### src/design/lwrprf_pkg.sv
// Shared types, constants and arithmetic helpers for the LWR PRF combiner.
package lwrprf_pkg;

  // Field and state widths.
  localparam int unsigned ElemW      = 32;
  localparam int unsigned LogW       = 6;
  localparam int unsigned LpW        = 5;
  localparam int unsigned LenW       = 11;
  localparam int unsigned CntW       = 5;
  localparam int unsigned IdxW       = 10;
  localparam int unsigned ShrW       = 4;
  localparam int unsigned MaxLength  = 1024;
  localparam int unsigned MaxShares  = 16;
  localparam int unsigned AddrW      = 5;
  localparam int unsigned DataW      = 32;

  // Register map, one 32-bit word per register.
  typedef enum logic [2:0] {
    REG_MODE      = 3'd0,
    REG_LOG_Q     = 3'd1,
    REG_LOG_Q1    = 3'd2,
    REG_LOG_P     = 3'd3,
    REG_VEC_LEN   = 3'd4,
    REG_SHARE_CNT = 3'd5
  } reg_idx_e;

  // Configuration seen by the datapath.
  typedef struct packed {
    logic            threshold_mode;
    logic [LogW-1:0] log_q;
    logic [LogW-1:0] log_q1;
    logic [LpW-1:0]  log_p;
    logic [LenW-1:0] vector_length;
    logic [CntW-1:0] share_count;
  } cfg_t;

  // Reset values of the registers.
  localparam logic            RstMode     = 1'b1;
  localparam logic [LogW-1:0] RstLogQ     = 6'd32;
  localparam logic [LogW-1:0] RstLogQ1    = 6'd28;
  localparam logic [LpW-1:0]  RstLogP     = 5'd10;
  localparam logic [LenW-1:0] RstVecLen   = 11'd512;
  localparam logic [CntW-1:0] RstShareCnt = 5'd5;

  // Log values above the element width act as the element width.
  function automatic logic [LogW-1:0] cap_log(input logic [LogW-1:0] v);
    logic [LogW-1:0] res;
    res = (v > LogW'(ElemW)) ? LogW'(ElemW) : v;
    return res;
  endfunction

  // Mask of the low bits bits (bits is at most the element width).
  function automatic logic [ElemW-1:0] low_mask(input logic [LogW-1:0] bits);
    logic [ElemW:0] m;
    m = ({{ElemW{1'b0}}, 1'b1} << bits) - {{ElemW{1'b0}}, 1'b1};
    return m[ElemW-1:0];
  endfunction

  // Round-half-up from 2^from to 2^to; passes through if it does not shrink.
  function automatic logic [ElemW-1:0] round_down(input logic [ElemW-1:0] v,
                                                  input logic [LogW-1:0]  from_log,
                                                  input logic [LogW-1:0]  to_log);
    logic [LogW-1:0]  d;
    logic [ElemW-1:0] sh;
    logic [ElemW:0]   sum;
    logic [ElemW-1:0] res;
    d   = from_log - to_log;
    sh  = v >> (d - LogW'(1));
    sum = {1'b0, (sh >> 1)} + {{ElemW{1'b0}}, sh[0]};
    if (to_log >= from_log) begin
      res = v;
    end else begin
      res = sum[ElemW-1:0];
    end
    return res;
  endfunction

  // Zero length acts as one; long vectors are clipped.
  function automatic logic [LenW-1:0] eff_len(input logic [LenW-1:0] v);
    logic [LenW-1:0] res;
    if (v == '0) begin
      res = LenW'(1);
    end else if (v > LenW'(MaxLength)) begin
      res = LenW'(MaxLength);
    end else begin
      res = v;
    end
    return res;
  endfunction

  // Zero share count acts as one; large counts are clipped.
  function automatic logic [CntW-1:0] eff_cnt(input logic [CntW-1:0] v);
    logic [CntW-1:0] res;
    if (v == '0) begin
      res = CntW'(1);
    end else if (v > CntW'(MaxShares)) begin
      res = CntW'(MaxShares);
    end else begin
      res = v;
    end
    return res;
  endfunction

endpackage

### src/design/lwrprf_regs.sv
// APB-style configuration register file for the LWR PRF combiner.
module lwrprf_regs
  import lwrprf_pkg::*;
(
  input  logic             clk_i,
  input  logic             rst_ni,
  input  logic             psel,
  input  logic             penable,
  input  logic             pwrite,
  input  logic [AddrW-1:0] paddr,
  input  logic [DataW-1:0] pwdata,
  output logic [DataW-1:0] prdata,
  output logic             pready,
  output cfg_t             cfg_o
);

  cfg_t     cfg_q;
  logic     wr_en;
  reg_idx_e reg_sel;

  assign pready  = 1'b1;
  assign wr_en   = psel & penable & pwrite;
  assign reg_sel = reg_idx_e'(paddr[AddrW-1:2]);
  assign cfg_o   = cfg_q;

  // Register writes on the access phase.
  always_ff @(posedge clk_i or negedge rst_ni) begin
    if (!rst_ni) begin
      cfg_q.threshold_mode <= RstMode;
      cfg_q.log_q          <= RstLogQ;
      cfg_q.log_q1         <= RstLogQ1;
      cfg_q.log_p          <= RstLogP;
      cfg_q.vector_length  <= RstVecLen;
      cfg_q.share_count    <= RstShareCnt;
    end else if (wr_en) begin
      unique case (reg_sel)
        REG_MODE:      cfg_q.threshold_mode <= pwdata[0];
        REG_LOG_Q:     cfg_q.log_q          <= pwdata[LogW-1:0];
        REG_LOG_Q1:    cfg_q.log_q1         <= pwdata[LogW-1:0];
        REG_LOG_P:     cfg_q.log_p          <= pwdata[LpW-1:0];
        REG_VEC_LEN:   cfg_q.vector_length  <= pwdata[LenW-1:0];
        REG_SHARE_CNT: cfg_q.share_count    <= pwdata[CntW-1:0];
        default: ;
      endcase
    end
  end

  // Read back the selected register.
  always_comb begin
    prdata = '0;
    unique case (reg_sel)
      REG_MODE:      prdata = DataW'(cfg_q.threshold_mode);
      REG_LOG_Q:     prdata = DataW'(cfg_q.log_q);
      REG_LOG_Q1:    prdata = DataW'(cfg_q.log_q1);
      REG_LOG_P:     prdata = DataW'(cfg_q.log_p);
      REG_VEC_LEN:   prdata = DataW'(cfg_q.vector_length);
      REG_SHARE_CNT: prdata = DataW'(cfg_q.share_count);
      default:       prdata = '0;
    endcase
  end

endmodule

### src/design/lwr_threshold_prf_combine_top.sv
// Top level of the LWR PRF evaluator with threshold share combining.
//
// Each accepted item is one pair of vector and key-share elements. The block
// takes one item per clock cycle for as long as the output side keeps up; a
// five-register pipeline (input, product, vector result, combined value,
// output) carries the work, with the 32x32 multiplier alone in its own stage
// and the modulo-q accumulation done in the stage after it. The result of a
// vector (direct mode) or last share (threshold mode) leaves via the vector
// result, combined value and output registers. Every stage can fill while
// the output register waits, so input stalls only when all stages hold work.
module lwr_threshold_prf_combine_top
  import lwrprf_pkg::*;
(
  input  logic             clk_i,
  input  logic             rst_ni,
  input  logic             in_valid_i,
  output logic             in_stall_o,
  input  logic [ElemW-1:0] x_element_i,
  input  logic [ElemW-1:0] share_element_i,
  output logic             out_valid_o,
  input  logic             out_stall_i,
  output logic [ElemW-1:0] prf_value_o,
  input  logic             psel,
  input  logic             penable,
  input  logic             pwrite,
  input  logic [AddrW-1:0] paddr,
  input  logic [DataW-1:0] pwdata,
  output logic [DataW-1:0] prdata,
  output logic             pready
);

  cfg_t cfg;

  lwrprf_regs u_regs (
    .clk_i   (clk_i),
    .rst_ni  (rst_ni),
    .psel    (psel),
    .penable (penable),
    .pwrite  (pwrite),
    .paddr   (paddr),
    .pwdata  (pwdata),
    .prdata  (prdata),
    .pready  (pready),
    .cfg_o   (cfg)
  );

  // Pipeline registers.
  logic             in_v_q, prod_v_q, vec_v_q, fin_v_q, out_v_q;
  logic [ElemW-1:0] x_q, s_q, prod_q, vec_r_q, fin_val_q, out_q;
  logic [LogW-1:0]  fin_log_q;

  // Running state.
  logic [ElemW-1:0] acc_q, comb_q;
  logic [IdxW-1:0]  elem_idx_q;
  logic [ShrW-1:0]  share_idx_q;

  // Handshake chain: a stage moves when the next one is empty or moving.
  logic out_rdy, fin_rdy, vec_rdy, prod_rdy, in_rdy;
  logic prod_load, acc_fire, vec_fire, fin_fire;

  assign out_rdy   = !out_v_q | !out_stall_i;
  assign fin_rdy   = !fin_v_q | out_rdy;
  assign vec_rdy   = !vec_v_q | fin_rdy;
  assign prod_rdy  = !prod_v_q | vec_rdy;
  assign in_rdy    = !in_v_q | prod_rdy;
  assign in_stall_o = !in_rdy;

  assign prod_load = in_v_q & prod_rdy;
  assign acc_fire  = prod_v_q & vec_rdy;
  assign vec_fire  = vec_v_q & fin_rdy;
  assign fin_fire  = fin_v_q & out_rdy;

  // Effective configuration.
  logic [LogW-1:0] lq, lq1;
  logic [LenW-1:0] len;
  logic [CntW-1:0] cnt;

  assign lq  = cap_log(cfg.log_q);
  assign lq1 = cap_log(cfg.log_q1);
  assign len = eff_len(cfg.vector_length);
  assign cnt = eff_cnt(cfg.share_count);

  // Product stage: low word of the element product.
  logic [ElemW-1:0] prod_d;
  assign prod_d = x_q * s_q;

  // Accumulate stage: inner product modulo q and end-of-vector test.
  logic [ElemW-1:0] acc_d;
  logic             vec_end;
  assign acc_d   = (acc_q + prod_q) & low_mask(lq);
  assign vec_end = ({1'b0, elem_idx_q} + LenW'(1)) >= len;

  // Combine stage: round the share to q1 and add or subtract it.
  logic [ElemW-1:0] r_q1, comb_d, fin_val_d;
  logic             last_share, fin_emit;
  logic [LogW-1:0]  fin_log_d;

  assign r_q1       = round_down(vec_r_q, lq, lq1);
  assign comb_d     = ((share_idx_q == '0) ? (comb_q + r_q1) : (comb_q - r_q1))
                      & low_mask(lq1);
  assign last_share = ({1'b0, share_idx_q} + CntW'(1)) >= cnt;
  assign fin_emit   = !cfg.threshold_mode | last_share;
  assign fin_val_d  = cfg.threshold_mode ? comb_d : vec_r_q;
  assign fin_log_d  = cfg.threshold_mode ? lq1 : lq;

  // Output stage: final rounding to p.
  logic [ElemW-1:0] out_d;
  assign out_d = round_down(fin_val_q, fin_log_q, {1'b0, cfg.log_p});

  // Stage valid bits and running state.
  always_ff @(posedge clk_i or negedge rst_ni) begin
    if (!rst_ni) begin
      in_v_q      <= 1'b0;
      prod_v_q    <= 1'b0;
      vec_v_q     <= 1'b0;
      fin_v_q     <= 1'b0;
      out_v_q     <= 1'b0;
      acc_q       <= '0;
      comb_q      <= '0;
      elem_idx_q  <= '0;
      share_idx_q <= '0;
    end else begin
      if (in_rdy)   in_v_q   <= in_valid_i;
      if (prod_rdy) prod_v_q <= in_v_q;
      if (vec_rdy)  vec_v_q  <= acc_fire & vec_end;
      if (fin_rdy)  fin_v_q  <= vec_fire & fin_emit;
      if (out_rdy)  out_v_q  <= fin_fire;

      if (acc_fire) begin
        if (vec_end) begin
          acc_q      <= '0;
          elem_idx_q <= '0;
        end else begin
          acc_q      <= acc_d;
          elem_idx_q <= elem_idx_q + IdxW'(1);
        end
      end

      if (vec_fire && cfg.threshold_mode) begin
        if (last_share) begin
          comb_q      <= '0;
          share_idx_q <= '0;
        end else begin
          comb_q      <= comb_d;
          share_idx_q <= share_idx_q + ShrW'(1);
        end
      end
    end
  end

  // Payload registers.
  always_ff @(posedge clk_i) begin
    if (in_valid_i && in_rdy) begin
      x_q <= x_element_i;
      s_q <= share_element_i;
    end
    if (prod_load) prod_q <= prod_d;
    if (acc_fire && vec_end) vec_r_q <= acc_d;
    if (vec_fire) begin
      fin_val_q <= fin_val_d;
      fin_log_q <= fin_log_d;
    end
    if (fin_fire) out_q <= out_d;
  end

  assign out_valid_o = out_v_q;
  assign prf_value_o = out_q;

`ifndef ASSERT_OFF
  // Input is held back only while the input register is occupied.
  assert property (@(posedge clk_i) disable iff (!rst_ni) in_stall_o |-> in_v_q)
    else $error("input stalled with an empty input register");

  // A finished vector restarts the element count.
  assert property (@(posedge clk_i) disable iff (!rst_ni)
                   (acc_fire && vec_end) |=> (elem_idx_q == '0 && acc_q == '0))
    else $error("element index or accumulator not cleared at vector end");

  // The share index moves only when a vector result is combined.
  assert property (@(posedge clk_i) disable iff (!rst_ni)
                   !vec_fire |=> $stable(share_idx_q))
    else $error("share index changed without a vector result");

  // A pending final value is not dropped while the output is blocked.
  assert property (@(posedge clk_i) disable iff (!rst_ni)
                   (fin_v_q && !out_rdy) |=> (fin_v_q && $stable(fin_val_q)))
    else $error("final value lost while output was stalled");
`endif

endmodule
### config.mk
export PLATFORM = sky130hd
export DESIGN_NAME = lwr_threshold_prf_combine_top
export DESIGN_NICKNAME = d
export VERILOG_FILES = /design/src/design/lwrprf_pkg.sv /design/src/design/lwrprf_regs.sv /design/src/design/lwr_threshold_prf_combine_top.sv
export SDC_FILE = /design/constraint.sdc
export NUM_CORES = 2
export LEC_CHECK = 0
export BUFFER_PORTS_ARGS = -buffer_cell sky130_fd_sc_hd__buf_2
export CORE_UTILIZATION = 54
export CTS_BUF_LIST = sky130_fd_sc_hd__clkbuf_2 sky130_fd_sc_hd__clkbuf_4 sky130_fd_sc_hd__clkbuf_8
export CTS_CLUSTER_DIAMETER = 50
export CTS_CLUSTER_SIZE = 14
export DETAILED_ROUTE_END_ITERATION = 10
export PLACE_DENSITY = 0.74
export SLEW_MARGIN = 20
export SYNTH_ARGS = -nofsm -noshare
export SYNTH_HDL_FRONTEND = slang
export SYNTH_SLANG_ARGS = --single-unit
### constraint.sdc
create_clock -name clk_i -period 7.9 [get_ports clk_i]
set_input_delay 1.185 -clock clk_i [delete_from_list [all_inputs] [get_ports clk_i]]
set_output_delay 1.185 -clock clk_i [all_outputs]
set_load 0.01 [all_outputs]
---- Word-level counts from Yosys, hierarchy flattened ----
Index checks and enable logic that the tools add are counted.
storage, ports and cells
  bits in registers ....................... 315
  bits of input ports ..................... 108
  logic and storage cells ................. 108
cells by class
  add/subtract/negate cells ............... 15
  multipliers ............................. 1
  magnitude comparators ................... 8
  equality and inequality tests ........... 5
  shift operators ......................... 4
  muxes and demuxes ....................... 16
  bitwise logic cells ..................... 16
  reduce and logical (&&, ||, !) cells .... 21
operators by type and width
  operator                                                               count
  32-bit two-way mux                                                     6
  11-bit case mux with 6 select lines                                    1
  31-bit by 1-bit adder with 32-bit output                               2
  32-bit adder                                                           2
  32-bit AND                                                             2
  1-bit by 6-bit << shifter with 32-bit output (first input constant)    2
  32-bit by 6-bit right shift with 32-bit output                         2
  32-bit by 1-bit subtractor with 32-bit output (second input constant)  2
  32-bit by 32-bit multiplier with 32-bit output                         1
  32-bit subtractor                                                      1
  11-bit two-way mux                                                     2
  6-bit two-way mux                                                      3
  6-bit > comparator (second input constant)                             2
  2-bit AND reduction                                                    6
  6-bit by 1-bit subtractor with 6-bit output (second input constant)    2
  10-bit by 1-bit adder with 11-bit output (second input constant)       1
  11-bit greater-or-equal comparator                                     1
  11-bit > comparator (second input constant)                            1
  11-bit logical NOT                                                     1
  10-bit by 1-bit adder with 10-bit output (second input constant)       1
  10-bit two-way mux                                                     1
  5-bit two-way mux                                                      2
  1-bit AND                                                              8
  1-bit logical NOT                                                      8
  other kinds (17)                                                       26

---- Longest topological paths before layout ----
  depth in word-level cells ............... 11
  mapped depth ............................ 42

---- By module ----
Synthesis repeated with hierarchy kept, for this count alone.
unflattened totals
  cells, all modules ...................... 4292
  area, all modules ....................... 39100.0 um^2
modules (own cells, without submodules)
  module                         instances  cells an instance  area an instance (um^2)
  lwr_threshold_prf_combine_top  1          4151               37319.5
  lwrprf_regs                    1          141                1780.5

---- Worst setup path before layout ----
OpenSTA, ideal clock, no wires.
  kind .................................... reg2reg
  start point ............................. register u_regs.cfg_q, in the netlist u_regs.cfg_o[26]
  end point ............................... register fin_val_q[29], data pin
  data arrival time ....................... 7.654 ns
  path slack .............................. -0.008 ns
  stages on the path, launching flop included .. 37
  path buffers ............................ 5
  period minus slack after synthesis ...... 7.908 ns
  path through ............................ dfrtp_1 inv_1 clkbuf_1 nand2_1 ha_1 inv_1 fa_1 buf_6 buf_6 buf_8 buf_2 mux4_2 mux4_2 nand2_1 a21oi_1 ha_1 and2_1 o2bb2ai_1 and4_1 a211oi_2 o211ai_1 nor3_1 or3b_1 o41a_1 xnor2_1 ha_1 a21o_1 a21o_1 a21oi_1 a311oi_1 o2111ai_1 nand3_1 a21o_1 a21oi_1 xnor2_1 and3_1 a21o_1
between the ends
  cells in the longest elaborated chain, start to end .. 11
RTL lines
  item                                               line                                  RTL
  start: declaration                                 lwrprf_regs.sv:17                     cfg_t cfg_q;
  6-bit > comparator                                 lwrprf_pkg.sv:48                      res = (v > LogW'(ElemW)) ? LogW'(ElemW) : v;
  6-bit two-way mux (*)                              lwrprf_pkg.sv:48
  6-bit subtractor                                   lwrprf_pkg.sv:67                      d = from_log - to_log;
  6-bit by 1-bit subtractor with 6-bit output        lwrprf_pkg.sv:68                      sh = v >> (d - LogW'(1));
  32-bit by 6-bit right shift with 32-bit output     lwrprf_pkg.sv:68
  31-bit by 1-bit adder with 32-bit output           lwrprf_pkg.sv:69                      sum = {1'b0, (sh >> 1)} + {{ElemW{1'b0}}, sh[0]};
  32-bit two-way mux                                 lwrprf_pkg.sv:70                      if (to_log >= from_log) begin
  32-bit subtractor or 32-bit adder (tied branches)  lwr_threshold_prf_combine_top.sv:99   assign comb_d = ((share_idx_q == '0) ? (comb_q + r_q1) : (comb_q - r_q1))
  32-bit two-way mux                                 lwr_threshold_prf_combine_top.sv:99
  32-bit AND (*)                                     lwr_threshold_prf_combine_top.sv:100  & low_mask(lq1);
  32-bit two-way mux (*)                             lwr_threshold_prf_combine_top.sv:103  assign fin_val_d = cfg.threshold_mode ? comb_d : vec_r_q;
  net fin_val_d[29]                                  lwr_threshold_prf_combine_top.sv:94   logic [ElemW-1:0] r_q1, comb_d, fin_val_d;
  end signal: assignment                             lwr_threshold_prf_combine_top.sv:160  fin_val_q <= fin_val_d;
  end: declaration                                   lwr_threshold_prf_combine_top.sv:49   logic [ElemW-1:0] x_q, s_q, prod_q, vec_r_q, fin_val_q, out_q;
The timed path passes the listed nets; every way through them passes the cells marked *.
A chain may end at the register's enable or synchronous reset.

---- Worst setup path after layout ----
Same ends and word-level chain as after synthesis.

==> flow_summary.ini <==
[cts]
cts_sinks = 315
clock_latency_ns = 0.69
clkTransAtPathRegs_ns = 0.09
cts_max_path_buffers = 3
hold_buffers = 0
root_buffer = clkbuf_8
cts-buffers-inserted = 44
htree_levels = 2
cts_tree = yes

[min_path]
holdPathEnd = acc_q[10]$_DFFE_PN0P_
min_path_cells = 2
min-delay-start = acc_q[10]$_DFFE_PN0P_
hold_path.class = flip-flop to flip-flop

[floorplan]
fp-row-count = 98
start_util = 0.5470
die_y_um = 271.6
dieArea_mm2 = 0.07374
ios = 175
coreArea_mm2 = 0.07173
dieWidth_um = 271.6

[finish]
final_util = 0.6059
final_nets = 5338
fin_cells = 5571
area_growth_pct = 10.77
drive_gt1_frac = 0.1533

[critical_path]
reg2reg_from = u_regs.cfg_o[26]$_DFFE_PN0P_
max_stage_delay_ns = 0.68
critPathBufInv = 8
required_ns = 8.34
reg2reg_depth = 36
worstSetupPathType = flip-flop to flip-flop
startpoint_type = flip-flop
rrSetupSlack_ns = 0.24
r2r_end = fin_val_q[29]$_DFFE_PP_
cp-end-kind = flip-flop
slowest_stage = fa_2
cp_max_fo = 12
arrival_ns = 8.11
crit_family = compound AO/OA/AOI/OAI gates

[global_route]
grt_pass1_wl_um = 177100
grt_max_degree = 68
grt.overflow.total = 0
grt_antenna_before_repair = 2
first_global_vias = 32190
track_usage = 0.3090

[synthesis]
synthTopCellsByCount = nand2_1, inv_1, fa_1
avgSynthCellArea_um2 = 8.952
synth_seq_cells = 315
synth_warnings = 0
async_flop_share = 0.3714
synthCells = 4383
synth_top_cell_area_share = 0.2102
synth_edf_count = 198
synthTopCellsByArea = fa_1, edfxtp_1, ha_1, nand2_1, dfrtp_1
post-synth-top-count-cell = nand2_1
yosysSeqAreaShare = 0.2265
synth_ff_type = edfxtp_1
synth.distinct_cells = 106
synth_largest_area_cell = fa_1
synth_area_mm2 = 0.03924

[routing]
drt_iter0_drc = 2691
dr.pass1.iters = 6
drc = 0
dr_wl_met3_um = 8597
drt-vias-per-instance = 5.825
dr_wl_met2_um = 55340
vias = 32450
wl_per_cell_um = 20.54
ant_nets = 0
wl_met1_um = 42950
drt_wl_total_um = 114400
routed.top_layer = met4

[sta]
report.final.slew_viol_count = 0
hold_violations = 0
period_share = 0.9701
final.setup.worst_slack_ns = 0.2363
tightest_slew_ns = 1.070
setup-violations-final = 0
max-slew-margin-rel = 0.2850
fmaxAchievable_mhz = 130.5
fin_skew_ns = 0.04934
fin_crit_ns = 7.664
fin_setup_tns_ns = 0

[placement]
place_congestion = 0.9795
dp_cells = 5468
dp_slack_ns = -0.04890
dpl.hpwl_um = 89480
port_buffers = 129

[status]
outcome = complete, no violations

[flow_run]
max-cap-violations = 0
==> how the worst max path moves through the flow <==
stage | start | endpoint | slack [ns] | cells after the start
4_1_cts | u_regs.cfg_o[32]$_DFFE_PN1P_ | fin_val_q[31]$_DFFE_PP_ | 0.01 | 39
2_1_floorplan | u_regs.cfg_o[26]$_DFFE_PN0P_ | fin_val_q[29]$_DFFE_PP_ | 0.005 | 38
3_5_place_dp | u_regs.cfg_o[32]$_DFFE_PN1P_ | fin_val_q[31]$_DFFE_PP_ | -0.05 | 38
5_1_grt | u_regs.cfg_o[26]$_DFFE_PN0P_ | fin_val_q[29]$_DFFE_PP_ | -0.1 | 35
6_report | u_regs.cfg_o[26]$_DFFE_PN0P_ | fin_val_q[29]$_DFFE_PP_ | 0.24 | 36
3_3_place_gp | u_regs.cfg_o[32]$_DFFE_PN1P_ | fin_val_q[29]$_DFFE_PP_ | 0.01 | 38
==> metrics by stage <==
| step | hold slack (ns) | cell area, um^2 |
|---|---|---|
| after global routing | 0.5069 | 43460 |
| final | 0.4914 | 43460 |
| after floorplan | 0.4428 | 39320 |
| after global placement | 0.4647 | 41900 |
| after detailed placement | 0.4660 | 41900 |
| after CTS | 0.4939 | 42930 |
==> cell type report <==
cell class,instances,area (um^2)
fill,6043,28270
multi-input combinational,3242,27450
sequential,315,8886
timing repair buffer,385,2695
inverter,595,2233
tap,950,1189
clock buffer,49,643.1
clock inverter,33,364.1
antenna,2,5.005
==> placed cells by master, fill, tap and decap left out, types with 24 or more instances in the layout <==
cell	instances
xor2_1	74
buf_2	128
and3_1	33
a21oi_1	140
mux2i_1	70
nor2_1	207
dfrtp_1	107
buf_4	245
fa_1	410
nor3_1	70
nand2_1	726
xnor2_1	147
nand3_1	77
a22o_1	28
inv_1	587
a21o_1	54
o21ai_0	194
clkbuf_8	44
ha_1	230
edfxtp_1	198
nor4_1	33
mux4_2	42
nand2b_1	24
nor2b_1	25
mux2_2	63
and2_1	168
==> worst reg2reg max path: cells and delay by family, from the launching register on <==
family                   cells  cell delay (ns)
AO/OA/AOI/OAI               13             2.15
adder cells (fa/ha/maj)      3             1.29
AND/OR/NAND/NOR              7             1.28
buffers and inverters        8             1.08
multiplexers                 2             0.86
XOR/XNOR                     3             0.39
flip-flops                   1             0.35
==> cell families after synthesis <==
family	share of synthesized area
AND/OR/NAND/NOR	0.1747
adder cells (fa/ha/maj)	0.2851
flip-flops	0.2265
buffers and inverters	0.08651
AO/OA/AOI/OAI	0.1143
other	0.0001914
XOR/XNOR	0.05150
multiplexers	0.06119
==> flip-flops by register name, indices dropped and copies added, names as in the netlist <==
signal and flops:
fin_log_q 6, comb_q 32, prod_q 32, u_regs.cfg_o 34, acc_q 32, fin_v_q 1
in_v_q 1, out_valid_o 1, fin_val_q 32, vec_r_q 32, s_q 32, prod_v_q 1
vec_v_q 1, share_idx_q 4, prf_value_o 32, elem_idx_q 10, x_q 32
==> metal layers <==
layer | global-route usage | vias to the layer above
met2 | 0.5240 | 1369
met5 | 0 | -
met4 | 0.1827 | 0
met1 | 0.3709 | 15860
met3 | 0.04980 | 342
li1 | - | 14880
==> repair_timing <==
| item | CTS | global route |
|---|---|---|
| pin swaps | 0 | 44 |
| cloned | 0 | 2 |
| setup buffers | 0 | 18 |
| endpoints found under the setup margin | 5 | 23 |
| resized for setup | 4 | 78 |
Power is not shown: default switching activity piles up to over one toggle a cycle in this logic, so the estimate is an artifact.
